## src/hdl/tscan_pkg.sv

```systemverilog
package tscan_pkg;

    // Text position width; positions and lengths wrap at this width
    localparam int POS_BITS = 24;
    // Width of the offset and length fields of a result word
    localparam int OUT_BITS = 24;

    // Character codes
    localparam logic [7:0] CH_PLUS       = 8'h2B;
    localparam logic [7:0] CH_MINUS      = 8'h2D;
    localparam logic [7:0] CH_EQUAL      = 8'h3D;
    localparam logic [7:0] CH_UNDERSCORE = 8'h5F;
    localparam logic [7:0] CH_DOLLAR     = 8'h24;
    localparam logic [7:0] CH_SPACE      = 8'h20;
    localparam logic [7:0] CH_TAB        = 8'h09;
    localparam logic [7:0] CH_NEWLINE    = 8'h0A;

    typedef logic [POS_BITS-1:0] pos_t;

    typedef enum logic [3:0] {
        KIND_PLUS     = 4'd0,
        KIND_PLUS_EQ  = 4'd1,
        KIND_MINUS    = 4'd2,
        KIND_MINUS_EQ = 4'd3,
        KIND_TYPE     = 4'd4,
        KIND_STRUCT   = 4'd5,
        KIND_IDENT    = 4'd6,
        KIND_END      = 4'd7,
        KIND_ERROR    = 4'd8
    } kind_t;

    typedef struct packed {
        kind_t               kind;
        logic [OUT_BITS-1:0] start;
        logic [OUT_BITS-1:0] length;
        logic                last;
    } result_t;

    // Results produced by one accepted word; the second slot is only used
    // together with the first
    typedef struct packed {
        logic    v0;
        logic    v1;
        result_t r0;
        result_t r1;
    } push_t;

    // Fit a position into an output field (truncate or zero-extend)
    function automatic logic [OUT_BITS-1:0] to_out(pos_t p);
        logic [POS_BITS+OUT_BITS-1:0] wide;
        wide = {{OUT_BITS{1'b0}}, p};
        return wide[OUT_BITS-1:0];
    endfunction

    function automatic result_t mk_result(kind_t k, pos_t s, pos_t l, logic last);
        result_t r;
        r.kind   = k;
        r.start  = to_out(s);
        r.length = to_out(l);
        r.last   = last;
        return r;
    endfunction

    function automatic logic is_space(logic [7:0] b);
        return (b == CH_SPACE) || (b == CH_TAB) || (b == CH_NEWLINE);
    endfunction

    function automatic logic is_digit(logic [7:0] b);
        return (b >= 8'h30) && (b <= 8'h39);
    endfunction

    function automatic logic is_ident_first(logic [7:0] b);
        return ((b >= 8'h61) && (b <= 8'h7A)) || ((b >= 8'h41) && (b <= 8'h5A)) ||
               (b == CH_UNDERSCORE) || (b == CH_DOLLAR);
    endfunction

    function automatic logic is_ident_more(logic [7:0] b);
        return is_ident_first(b) || is_digit(b);
    endfunction

    // Letters of the keyword "type"
    function automatic logic [7:0] kw_type_char(logic [2:0] i);
        logic [7:0] c;
        unique case (i)
            3'd0:    c = 8'h74;
            3'd1:    c = 8'h79;
            3'd2:    c = 8'h70;
            3'd3:    c = 8'h65;
            default: c = 8'h00;
        endcase
        return c;
    endfunction

    // Letters of the keyword "struct"
    function automatic logic [7:0] kw_struct_char(logic [2:0] i);
        logic [7:0] c;
        unique case (i)
            3'd0:    c = 8'h73;
            3'd1:    c = 8'h74;
            3'd2:    c = 8'h72;
            3'd3:    c = 8'h75;
            3'd4:    c = 8'h63;
            3'd5:    c = 8'h74;
            default: c = 8'h00;
        endcase
        return c;
    endfunction

endpackage

```

## src/hdl/tscan_core.sv

```systemverilog
module tscan_core (
    input  logic               aclk,
    input  logic               aresetn,
    input  logic               in_take,
    input  logic [7:0]         in_char,
    input  logic               in_end,
    output tscan_pkg::push_t   push
);

    typedef enum logic [1:0] {
        MODE_IDLE,
        MODE_PLUS,
        MODE_MINUS,
        MODE_IDENT
    } mode_t;

    mode_t                 mode_reg, mode_next;
    tscan_pkg::pos_t       pos_reg, pos_next;
    tscan_pkg::pos_t       tok_start_reg, tok_start_next;
    tscan_pkg::pos_t       err_start_reg, err_start_next;
    tscan_pkg::pos_t       err_end_reg, err_end_next;
    logic                  err_pend_reg, err_pend_next;
    logic [2:0]            id_len_reg, id_len_next;
    logic [1:0]            kw_match_reg, kw_match_next;
    tscan_pkg::push_t      push_comb;

    // Scan one word: flush the token it ends, then scan the byte afresh if needed
    always_comb begin
        tscan_pkg::pos_t   pos_inc;
        tscan_pkg::pos_t   tok_len;
        tscan_pkg::kind_t  id_kind;
        tscan_pkg::result_t end_res;
        logic              do_idle;

        pos_inc = pos_reg + tscan_pkg::pos_t'(1);
        tok_len = pos_reg - tok_start_reg;
        do_idle = 1'b0;

        if (kw_match_reg[0] && (id_len_reg == 3'd4)) begin
            id_kind = tscan_pkg::KIND_TYPE;
        end else if (kw_match_reg[1] && (id_len_reg == 3'd6)) begin
            id_kind = tscan_pkg::KIND_STRUCT;
        end else begin
            id_kind = tscan_pkg::KIND_IDENT;
        end

        mode_next      = mode_reg;
        pos_next       = pos_reg;
        tok_start_next = tok_start_reg;
        err_start_next = err_start_reg;
        err_end_next   = err_end_reg;
        err_pend_next  = err_pend_reg;
        id_len_next    = id_len_reg;
        kw_match_next  = kw_match_reg;
        push_comb      = '0;
        end_res        = tscan_pkg::mk_result(tscan_pkg::KIND_END, pos_reg, '0, 1'b1);

        if (in_end) begin
            // Flush the pending token or error span, then the end token
            push_comb.v0 = 1'b1;
            unique case (mode_reg)
                MODE_PLUS: begin
                    push_comb.r0 = tscan_pkg::mk_result(tscan_pkg::KIND_PLUS,
                                                        tok_start_reg, tok_len, 1'b0);
                end
                MODE_MINUS: begin
                    push_comb.r0 = tscan_pkg::mk_result(tscan_pkg::KIND_MINUS,
                                                        tok_start_reg, tok_len, 1'b0);
                end
                MODE_IDENT: begin
                    push_comb.r0 = tscan_pkg::mk_result(id_kind, tok_start_reg, tok_len,
                                                        1'b0);
                end
                MODE_IDLE: begin
                    if (err_pend_reg) begin
                        push_comb.r0 = tscan_pkg::mk_result(tscan_pkg::KIND_ERROR,
                            err_start_reg, err_end_reg - err_start_reg, 1'b0);
                    end else begin
                        push_comb.v0 = 1'b0;
                    end
                end
                default: push_comb.v0 = 1'b0;
            endcase
            if (push_comb.v0) begin
                push_comb.v1 = 1'b1;
                push_comb.r1 = end_res;
            end else begin
                push_comb.v0 = 1'b1;
                push_comb.r0 = end_res;
            end

            // Return to the reset state
            mode_next      = MODE_IDLE;
            pos_next       = '0;
            tok_start_next = '0;
            err_start_next = '0;
            err_end_next   = '0;
            err_pend_next  = 1'b0;
            id_len_next    = '0;
            kw_match_next  = 2'b11;
        end else begin
            unique case (mode_reg)
                MODE_PLUS, MODE_MINUS: begin
                    push_comb.v0 = 1'b1;
                    if (in_char == tscan_pkg::CH_EQUAL) begin
                        push_comb.r0 = tscan_pkg::mk_result(
                            (mode_reg == MODE_PLUS) ? tscan_pkg::KIND_PLUS_EQ
                                                    : tscan_pkg::KIND_MINUS_EQ,
                            tok_start_reg, pos_inc - tok_start_reg, 1'b1);
                        mode_next = MODE_IDLE;
                        pos_next  = pos_inc;
                    end else begin
                        // Lookahead miss: keep the byte for a fresh scan
                        push_comb.r0 = tscan_pkg::mk_result(
                            (mode_reg == MODE_PLUS) ? tscan_pkg::KIND_PLUS
                                                    : tscan_pkg::KIND_MINUS,
                            tok_start_reg, tok_len, 1'b1);
                        do_idle = 1'b1;
                    end
                end
                MODE_IDENT: begin
                    if (tscan_pkg::is_ident_more(in_char)) begin
                        // Advance the keyword matcher
                        if ((id_len_reg >= 3'd4) ||
                            (tscan_pkg::kw_type_char(id_len_reg) != in_char)) begin
                            kw_match_next[0] = 1'b0;
                        end
                        if ((id_len_reg >= 3'd6) ||
                            (tscan_pkg::kw_struct_char(id_len_reg) != in_char)) begin
                            kw_match_next[1] = 1'b0;
                        end
                        if (id_len_reg != 3'd7) begin
                            id_len_next = id_len_reg + 3'd1;
                        end
                        pos_next = pos_inc;
                    end else begin
                        push_comb.v0 = 1'b1;
                        push_comb.r0 = tscan_pkg::mk_result(id_kind, tok_start_reg, tok_len,
                                                            1'b1);
                        do_idle = 1'b1;
                    end
                end
                MODE_IDLE: do_idle = 1'b1;
                default:   do_idle = 1'b1;
            endcase

            // Scan the byte between tokens
            if (do_idle) begin
                mode_next = MODE_IDLE;
                pos_next  = pos_inc;
                if (tscan_pkg::is_space(in_char)) begin
                    mode_next = MODE_IDLE;
                end else if ((in_char == tscan_pkg::CH_PLUS) ||
                             (in_char == tscan_pkg::CH_MINUS) ||
                             tscan_pkg::is_ident_first(in_char)) begin
                    if (err_pend_reg) begin
                        push_comb.v0 = 1'b1;
                        push_comb.r0 = tscan_pkg::mk_result(tscan_pkg::KIND_ERROR,
                            err_start_reg, err_end_reg - err_start_reg, 1'b1);
                        err_pend_next = 1'b0;
                    end
                    tok_start_next = pos_reg;
                    if (in_char == tscan_pkg::CH_PLUS) begin
                        mode_next = MODE_PLUS;
                    end else if (in_char == tscan_pkg::CH_MINUS) begin
                        mode_next = MODE_MINUS;
                    end else begin
                        mode_next        = MODE_IDENT;
                        id_len_next      = 3'd1;
                        kw_match_next[0] = (in_char == tscan_pkg::kw_type_char(3'd0));
                        kw_match_next[1] = (in_char == tscan_pkg::kw_struct_char(3'd0));
                    end
                end else begin
                    // Grow the error span
                    if (!err_pend_reg) begin
                        err_start_next = pos_reg;
                    end
                    err_pend_next = 1'b1;
                    err_end_next  = pos_inc;
                end
            end
        end

        if (!in_take) begin
            push_comb.v0 = 1'b0;
            push_comb.v1 = 1'b0;
        end
    end

    assign push = push_comb;

    // Hold the scan state; advance it on every accepted word
    always_ff @(posedge aclk) begin
        if (!aresetn) begin
            mode_reg      <= MODE_IDLE;
            pos_reg       <= '0;
            tok_start_reg <= '0;
            err_start_reg <= '0;
            err_end_reg   <= '0;
            err_pend_reg  <= 1'b0;
            id_len_reg    <= '0;
            kw_match_reg  <= 2'b11;
        end else if (in_take) begin
            mode_reg      <= mode_next;
            pos_reg       <= pos_next;
            tok_start_reg <= tok_start_next;
            err_start_reg <= err_start_next;
            err_end_reg   <= err_end_next;
            err_pend_reg  <= err_pend_next;
            id_len_reg    <= id_len_next;
            kw_match_reg  <= kw_match_next;
        end
    end

endmodule

```

## src/hdl/tscan_fifo.sv

```systemverilog
module tscan_fifo (
    input  logic                aclk,
    input  logic                aresetn,
    input  tscan_pkg::push_t    push,
    output logic                room,
    output logic                out_valid,
    input  logic                out_ready,
    output tscan_pkg::result_t  out_head
);

    localparam int DEPTH   = 4;
    localparam int PTR_W   = $clog2(DEPTH);
    localparam int CNT_W   = $clog2(DEPTH + 1);

    tscan_pkg::result_t  mem_reg [DEPTH];
    logic [PTR_W-1:0]    wr_ptr_reg, wr_ptr_next;
    logic [PTR_W-1:0]    rd_ptr_reg, rd_ptr_next;
    logic [CNT_W-1:0]    count_reg, count_next;
    logic [PTR_W-1:0]    wr_ptr_inc;
    logic [1:0]          n_push;
    logic                pop;

    // Accept a word only when both result slots fit
    assign room      = (count_reg <= CNT_W'(DEPTH - 2));
    assign out_valid = (count_reg != '0);
    assign out_head  = mem_reg[rd_ptr_reg];
    assign pop       = out_valid && out_ready;

    assign n_push      = {1'b0, push.v0} + {1'b0, push.v1};
    assign wr_ptr_inc  = wr_ptr_reg + PTR_W'(1);
    assign wr_ptr_next = wr_ptr_reg + PTR_W'(n_push);
    assign rd_ptr_next = rd_ptr_reg + PTR_W'(pop);
    assign count_next  = count_reg + CNT_W'(n_push) - CNT_W'(pop);

    // Store result words
    always_ff @(posedge aclk) begin
        if (push.v0) begin
            mem_reg[wr_ptr_reg] <= push.r0;
        end
        if (push.v1) begin
            mem_reg[wr_ptr_inc] <= push.r1;
        end
    end

    // Track pointers and fill level
    always_ff @(posedge aclk) begin
        if (!aresetn) begin
            wr_ptr_reg <= '0;
            rd_ptr_reg <= '0;
            count_reg  <= '0;
        end else begin
            wr_ptr_reg <= wr_ptr_next;
            rd_ptr_reg <= rd_ptr_next;
            count_reg  <= count_next;
        end
    end

endmodule

```

## src/hdl/token_scanner_top.sv

```systemverilog
// Token scanner: splits a byte stream of source text into tokens.
//
// Input channel (s_*): one source byte per word in s_tdata; s_tlast marks the
// end of the text and carries no byte. Output channel (m_*): one token per
// word (kind, start offset, length); m_tlast marks the final result word
// caused by an input word.
//
// A token is reported when the byte after it arrives (+= and -= when their
// '=' arrives); its result is registered in the output queue. The end-of-text
// word gives the pending token or error span (if any) and then the end token.
//
// Throughput: one input word per cycle while s_tready is high. Each word
// yields at most one result, except the end-of-text word, which may yield
// two. Results wait in a four-word output queue; s_tready drops while fewer
// than two slots are free, so a stalled receiver stops input at three queued.
//
// Reset (aresetn low, synchronous) clears the scan state and empties the
// queue. After the end-of-text word the scanner is back in its reset state.
module token_scanner_top (
    input  logic        aclk,
    input  logic        aresetn,

    input  logic        s_tvalid,
    output logic        s_tready,
    input  logic [7:0]  s_tdata,   // [7:0] char_code
    input  logic        s_tlast,   // end_of_input

    output logic        m_tvalid,
    input  logic        m_tready,
    output logic [55:0] m_tdata,   // [3:0] token_kind, [27:4] start_offset,
                                   // [51:28] span_length, [55:52] zero
    output logic        m_tlast    // last_of_item
);

    tscan_pkg::push_t    push;
    tscan_pkg::result_t  head;
    logic                in_take;

    assign in_take = s_tvalid && s_tready;

    tscan_core u_core (
        .aclk    (aclk),
        .aresetn (aresetn),
        .in_take (in_take),
        .in_char (s_tdata),
        .in_end  (s_tlast),
        .push    (push)
    );

    tscan_fifo u_fifo (
        .aclk      (aclk),
        .aresetn   (aresetn),
        .push      (push),
        .room      (s_tready),
        .out_valid (m_tvalid),
        .out_ready (m_tready),
        .out_head  (head)
    );

    assign m_tdata = {4'b0000, head.length, head.start, head.kind};
    assign m_tlast = head.last;

    // Results appear only for accepted words
    assert property (@(posedge aclk) disable iff (!aresetn)
        push.v0 |-> in_take)
        else $error("result produced without an accepted word");

    // Two results come only from the end-of-text word
    assert property (@(posedge aclk) disable iff (!aresetn)
        push.v1 |-> (push.v0 && in_take && s_tlast))
        else $error("second result outside end of text");

    // The end-of-text word closes with the end token
    assert property (@(posedge aclk) disable iff (!aresetn)
        (in_take && s_tlast) |->
            (push.v1 ? (push.r1.kind == tscan_pkg::KIND_END)
                     : (push.v0 && (push.r0.kind == tscan_pkg::KIND_END))))
        else $error("end of text without end token");

    // A single result is the last one of its word
    assert property (@(posedge aclk) disable iff (!aresetn)
        (push.v0 && !push.v1) |-> push.r0.last)
        else $error("single result not marked last");

endmodule
```

## config.mk

```make
export PLATFORM = sky130hd
export DESIGN_NAME = token_scanner_top
export DESIGN_NICKNAME = d
export VERILOG_FILES = /design/src/hdl/tscan_pkg.sv /design/src/hdl/tscan_core.sv /design/src/hdl/tscan_fifo.sv /design/src/hdl/token_scanner_top.sv
export SDC_FILE = /design/constraint.sdc
export NUM_CORES = 1
export LEC_CHECK = 0
export BUFFER_PORTS_ARGS = -buffer_cell sky130_fd_sc_hd__buf_2
export CAP_MARGIN = 20
export CELL_PAD_IN_SITES_DETAIL_PLACEMENT = 2
export CELL_PAD_IN_SITES_GLOBAL_PLACEMENT = 2
export CORE_MARGIN = 10
export CORE_UTILIZATION = 36
export CTS_BUF_LIST = sky130_fd_sc_hd__clkbuf_4 sky130_fd_sc_hd__clkbuf_8 sky130_fd_sc_hd__clkbuf_16
export CTS_CLUSTER_DIAMETER = 120
export CTS_CLUSTER_SIZE = 28
export DETAILED_ROUTE_END_ITERATION = 10
export GPL_TIMING_DRIVEN = 0
export HOLD_SLACK_MARGIN = 0.02
export PLACE_DENSITY_LB_ADDON = 0.08
export SETUP_SLACK_MARGIN = 0.5
export SYNTH_ARGS = -nofsm -noshare
export SYNTH_HDL_FRONTEND = slang
export SYNTH_SLANG_ARGS = --single-unit
export TNS_END_PERCENT = 5
```

## constraint.sdc

```tcl
create_clock -name aclk -period 3.6 [get_ports aclk]
set_input_delay 0 -clock aclk [delete_from_list [all_inputs] [get_ports aclk]]
set_output_delay 0 -clock aclk [all_outputs]
set_load 0.005 [all_outputs]
```

==> flow_metrics.env <==
export IMPL_wirelength_mm=93.9
export IMPL_clock_fmax_ghz=0.267
export IMPL_via_count=19100
export IMPL_clkLatencyLatePin_ps=560
export IMPL_place_gp_congestion=0.939
export IMPL_setup_viol=12
export IMPL_maxCapViolations=0
export IMPL_cellPowerDensity_nw_per_um2=372
export IMPL_tightest_slew_ps=1110
export IMPL_ys_ff_latch=323
export IMPL_die_x_um=257
export IMPL_gr_usage_all_layers=0.273
export IMPL_final_cell_mix="nand2_1 (271), dfxtp_1 (197), o21ai_0 (169), nand3_1 (115), edfxtp_1 (112)"
export IMPL_drc=0
export IMPL_synthDominantCellAreaShare=0.210
export IMPL_core_um2=55200
export IMPL_skew_ps=36.2
export IMPL_max_vdd_ir_drop_uv=322
export IMPL_setup_tns_ps=-1280
export IMPL_antenna_found_initial=6
export IMPL_finalPower_uw=8780
export IMPL_ys_async_sr_fraction=0
export IMPL_fin_crit_ps=3740
export IMPL_instances_no_fill=3122
export IMPL_ys_seq_area_frac=0.377
export IMPL_end_kind="flip-flop"
export IMPL_cts_buffer_depth=3
export IMPL_slew_violations=0
export IMPL_drtPass1Iterations=7
export IMPL_yosysTopAreaCell="dfxtp_1"
export IMPL_crit_path_frequent_cell="buf_12"
export IMPL_cp_max_fo=6
export IMPL_drive_gt1_frac=0.205
export IMPL_p_leak_uw=0.00854
export IMPL_htreeDepth=1
export IMPL_slew_headroom=0.251
export IMPL_start_util=0.365
export IMPL_synth_flop_cell="dfxtp_1"
export IMPL_crit_chain="buf_12 -> and4_4 -> buf_6 -> nand4_1 -> or3_4 -> buf_12 -> xnor2_4 -> ha_4 -> buf_8 -> nand3_4 -> a2111oi_4 -> nor3b_2 -> o31ai_4 -> mux2i_4 -> o211ai_1 -> nand3_1"
export IMPL_final_common_cell="nand2_1"
export IMPL_final_nets=2467
export IMPL_diodes=0
export IMPL_wl_per_cell_um=30.1
export IMPL_postRouteAntennaNets=0
export IMPL_drt_iter0_drc=1546
export IMPL_viasPerCell=6.12
export IMPL_start_kind="flip-flop"
export IMPL_grt_max_degree=30
export IMPL_max_stage_delay_ps=410
export IMPL_io_buffers=63
export IMPL_syn_avg_cell_area_um2=9.01
export IMPL_dieArea_um2=65800
export IMPL_slowest_stage="or3_4"
export IMPL_dpl_cell_area_um2=21600
export IMPL_synth_cell_types=96
export IMPL_syn_to_final_growth_pct=17.2
export IMPL_critical_path_class="flip-flop to flip-flop"
export IMPL_critPathRequiredTime_ps=4100
export IMPL_place_hpwl_mm=71.2
export IMPL_cts_tree="yes"
export IMPL_grt_pass1_wl_mm=137
export IMPL_largest_register_ffs=212
export IMPL_critical_path_arrival_ps=4240
export IMPL_rows=86
export IMPL_design_area_um2=23600
export IMPL_violations="setup timing"
export IMPL_ios=72
export IMPL_ys_warn_count=0
export IMPL_dp_cells=3053
export IMPL_min_path_type="input pin to flip-flop"
export IMPL_rsz0062_at_grt="yes"
export IMPL_hold_viol=0
export IMPL_status="complete, but fails checks"
export IMPL_die_h_um=257
export IMPL_grt_overflow_total=0
export IMPL_synth_edf_count=112
export IMPL_finalWorstSetupSlack_ps=-140
export IMPL_yosys_top_cells_area="dfxtp_1 (21%), edfxtp_1 (17%), mux4_2 (5.9%), nand2_1 (5.3%), ha_1 (5.2%)"
export IMPL_cts_sinks=323
export IMPL_fin_crit_sh=1.04
export IMPL_clock_root_buffer="clkbuf_16"
export IMPL_grt_pass1_vias=20200
export IMPL_synth_cells=2235
export IMPL_numCtsBuffers=16
export IMPL_synth_area_um2=20100
export IMPL_clk_pin_slew_ps=110
## cell families (layout without fill, tap and decap cells)
family / after synthesis / in the layout / synth area share
DFF: 323 / 323 / 0.377
buffers and inverters: 246 / 381 / 0.0520
AOI/OAI and AO/OA: 666 / 666 / 0.221
muxes: 81 / 81 / 0.0732
xor gates and xnor gates: 87 / 87 / 0.0378
other: 1 / 4 / 0.000186
and+or+nand+nor: 743 / 744 / 0.183
adders and majority gates: 88 / 88 / 0.0561
## power by group
group	leakage (uW)	total (uW)	switching (uW)	internal, uW
Sequential	0.00265	3970	65.4	3910
Clock	0.000256	2330	1390	948
Combinational	0.00563	2470	1600	866
## path summary, 6_finish.rpt
kind | end | startpoint | slack (ps) | cells after the start
hold / removal | u_core.mode_reg[1] | s_tdata[3] | 80 | 6
setup reg to reg | u_fifo.mem_reg[0][24] | u_core.pos_reg[4] | -140 | 16
setup / recovery | u_fifo.mem_reg[0][24] | u_core.pos_reg[4] | -140 | 16
hold reg to reg | u_fifo.mem_reg[0][22] | u_fifo.mem_reg[0][22] | 470 | 2
## layout make-up
type | instances | area, um^2
fillers | 5981 | 31600
multi-input cells | 1670 | 12600
flip-flops and latches | 323 | 7610
plain buffers | 162 | 956
well taps | 748 | 936
repair buffers | 109 | 698
clock buffers | 22 | 463
inverters | 84 | 322
clock inverters | 4 | 50.0
## synth_stat cells, types with 6 or more instances
cell type / count
and2_1: 38
o211ai_1: 13
nand3_1: 118
o21ai_1: 35
inv_1: 82
a22o_1: 33
a21o_1: 36
ha_1: 84
nor2_1: 85
a211oi_1: 14
a221o_1: 25
nand2b_1: 16
xor2_1: 30
a31oi_1: 12
and3_1: 31
clkbuf_1: 107
buf_4: 16
o21a_1: 14
nand2_1: 283
nand4_1: 11
a221oi_1: 30
mux4_2: 53
nor3_1: 31
o31ai_1: 14
and4_1: 6
o22ai_1: 19
or3_1: 11
a21oi_1: 95
mux2i_1: 28
dfxtp_1: 211
buf_2: 31
nand3b_1: 6
xnor2_1: 57
edfxtp_1: 112
nor2b_1: 62
a21boi_0: 37
nor3b_1: 6
a21boi_1: 36
o21ai_0: 187
## through the flow
step | util | setup WS, ps | hold WS [ps]
floorplan | - | 372 | 311
global placement | 0.391 | -1680 | 444
detailed placement | 0.392 | -1260 | 458
CTS | 0.421 | -126 | 37.9
global route | 0.428 | -297 | 89.1
finish | 0.428 | -140 | 75.8
## critical path, delay by kind of cell (launching register included)
| family | cells | cell delay, ps |
|---|---|---|
| adders and majority gates | 1 | 320 |
| muxes | 1 | 350 |
| and+or+nand+nor | 6 | 1150 |
| AOI/OAI and AO/OA | 3 | 890 |
| DFF | 1 | 370 |
| buffers and inverters | 4 | 460 |
| xor gates and xnor gates | 1 | 170 |
## routing by layer
metal	global-route usage	vias up	part of all wire
met1	0.356	9992	0.43
li1	-	8414	-
met4	0.0933	0	0.035
met3	0.0283	142	0.051
met5	0	-	0
met2	0.464	554	0.48
## timing repair
| item | CTS | global route |
|---|---|---|
| buffers inserted | 25 | 14 |
| gates cloned | 1 | 0 |
| hold buffers | 2 | 0 |
| endpoints found under the hold margin | 6 | 0 |
| pin swaps | 68 | 51 |
| setup endpoints to repair | 403 | 279 |
| gates resized for setup | 210 | 100 |
Power figures use the tool's default switching activity.
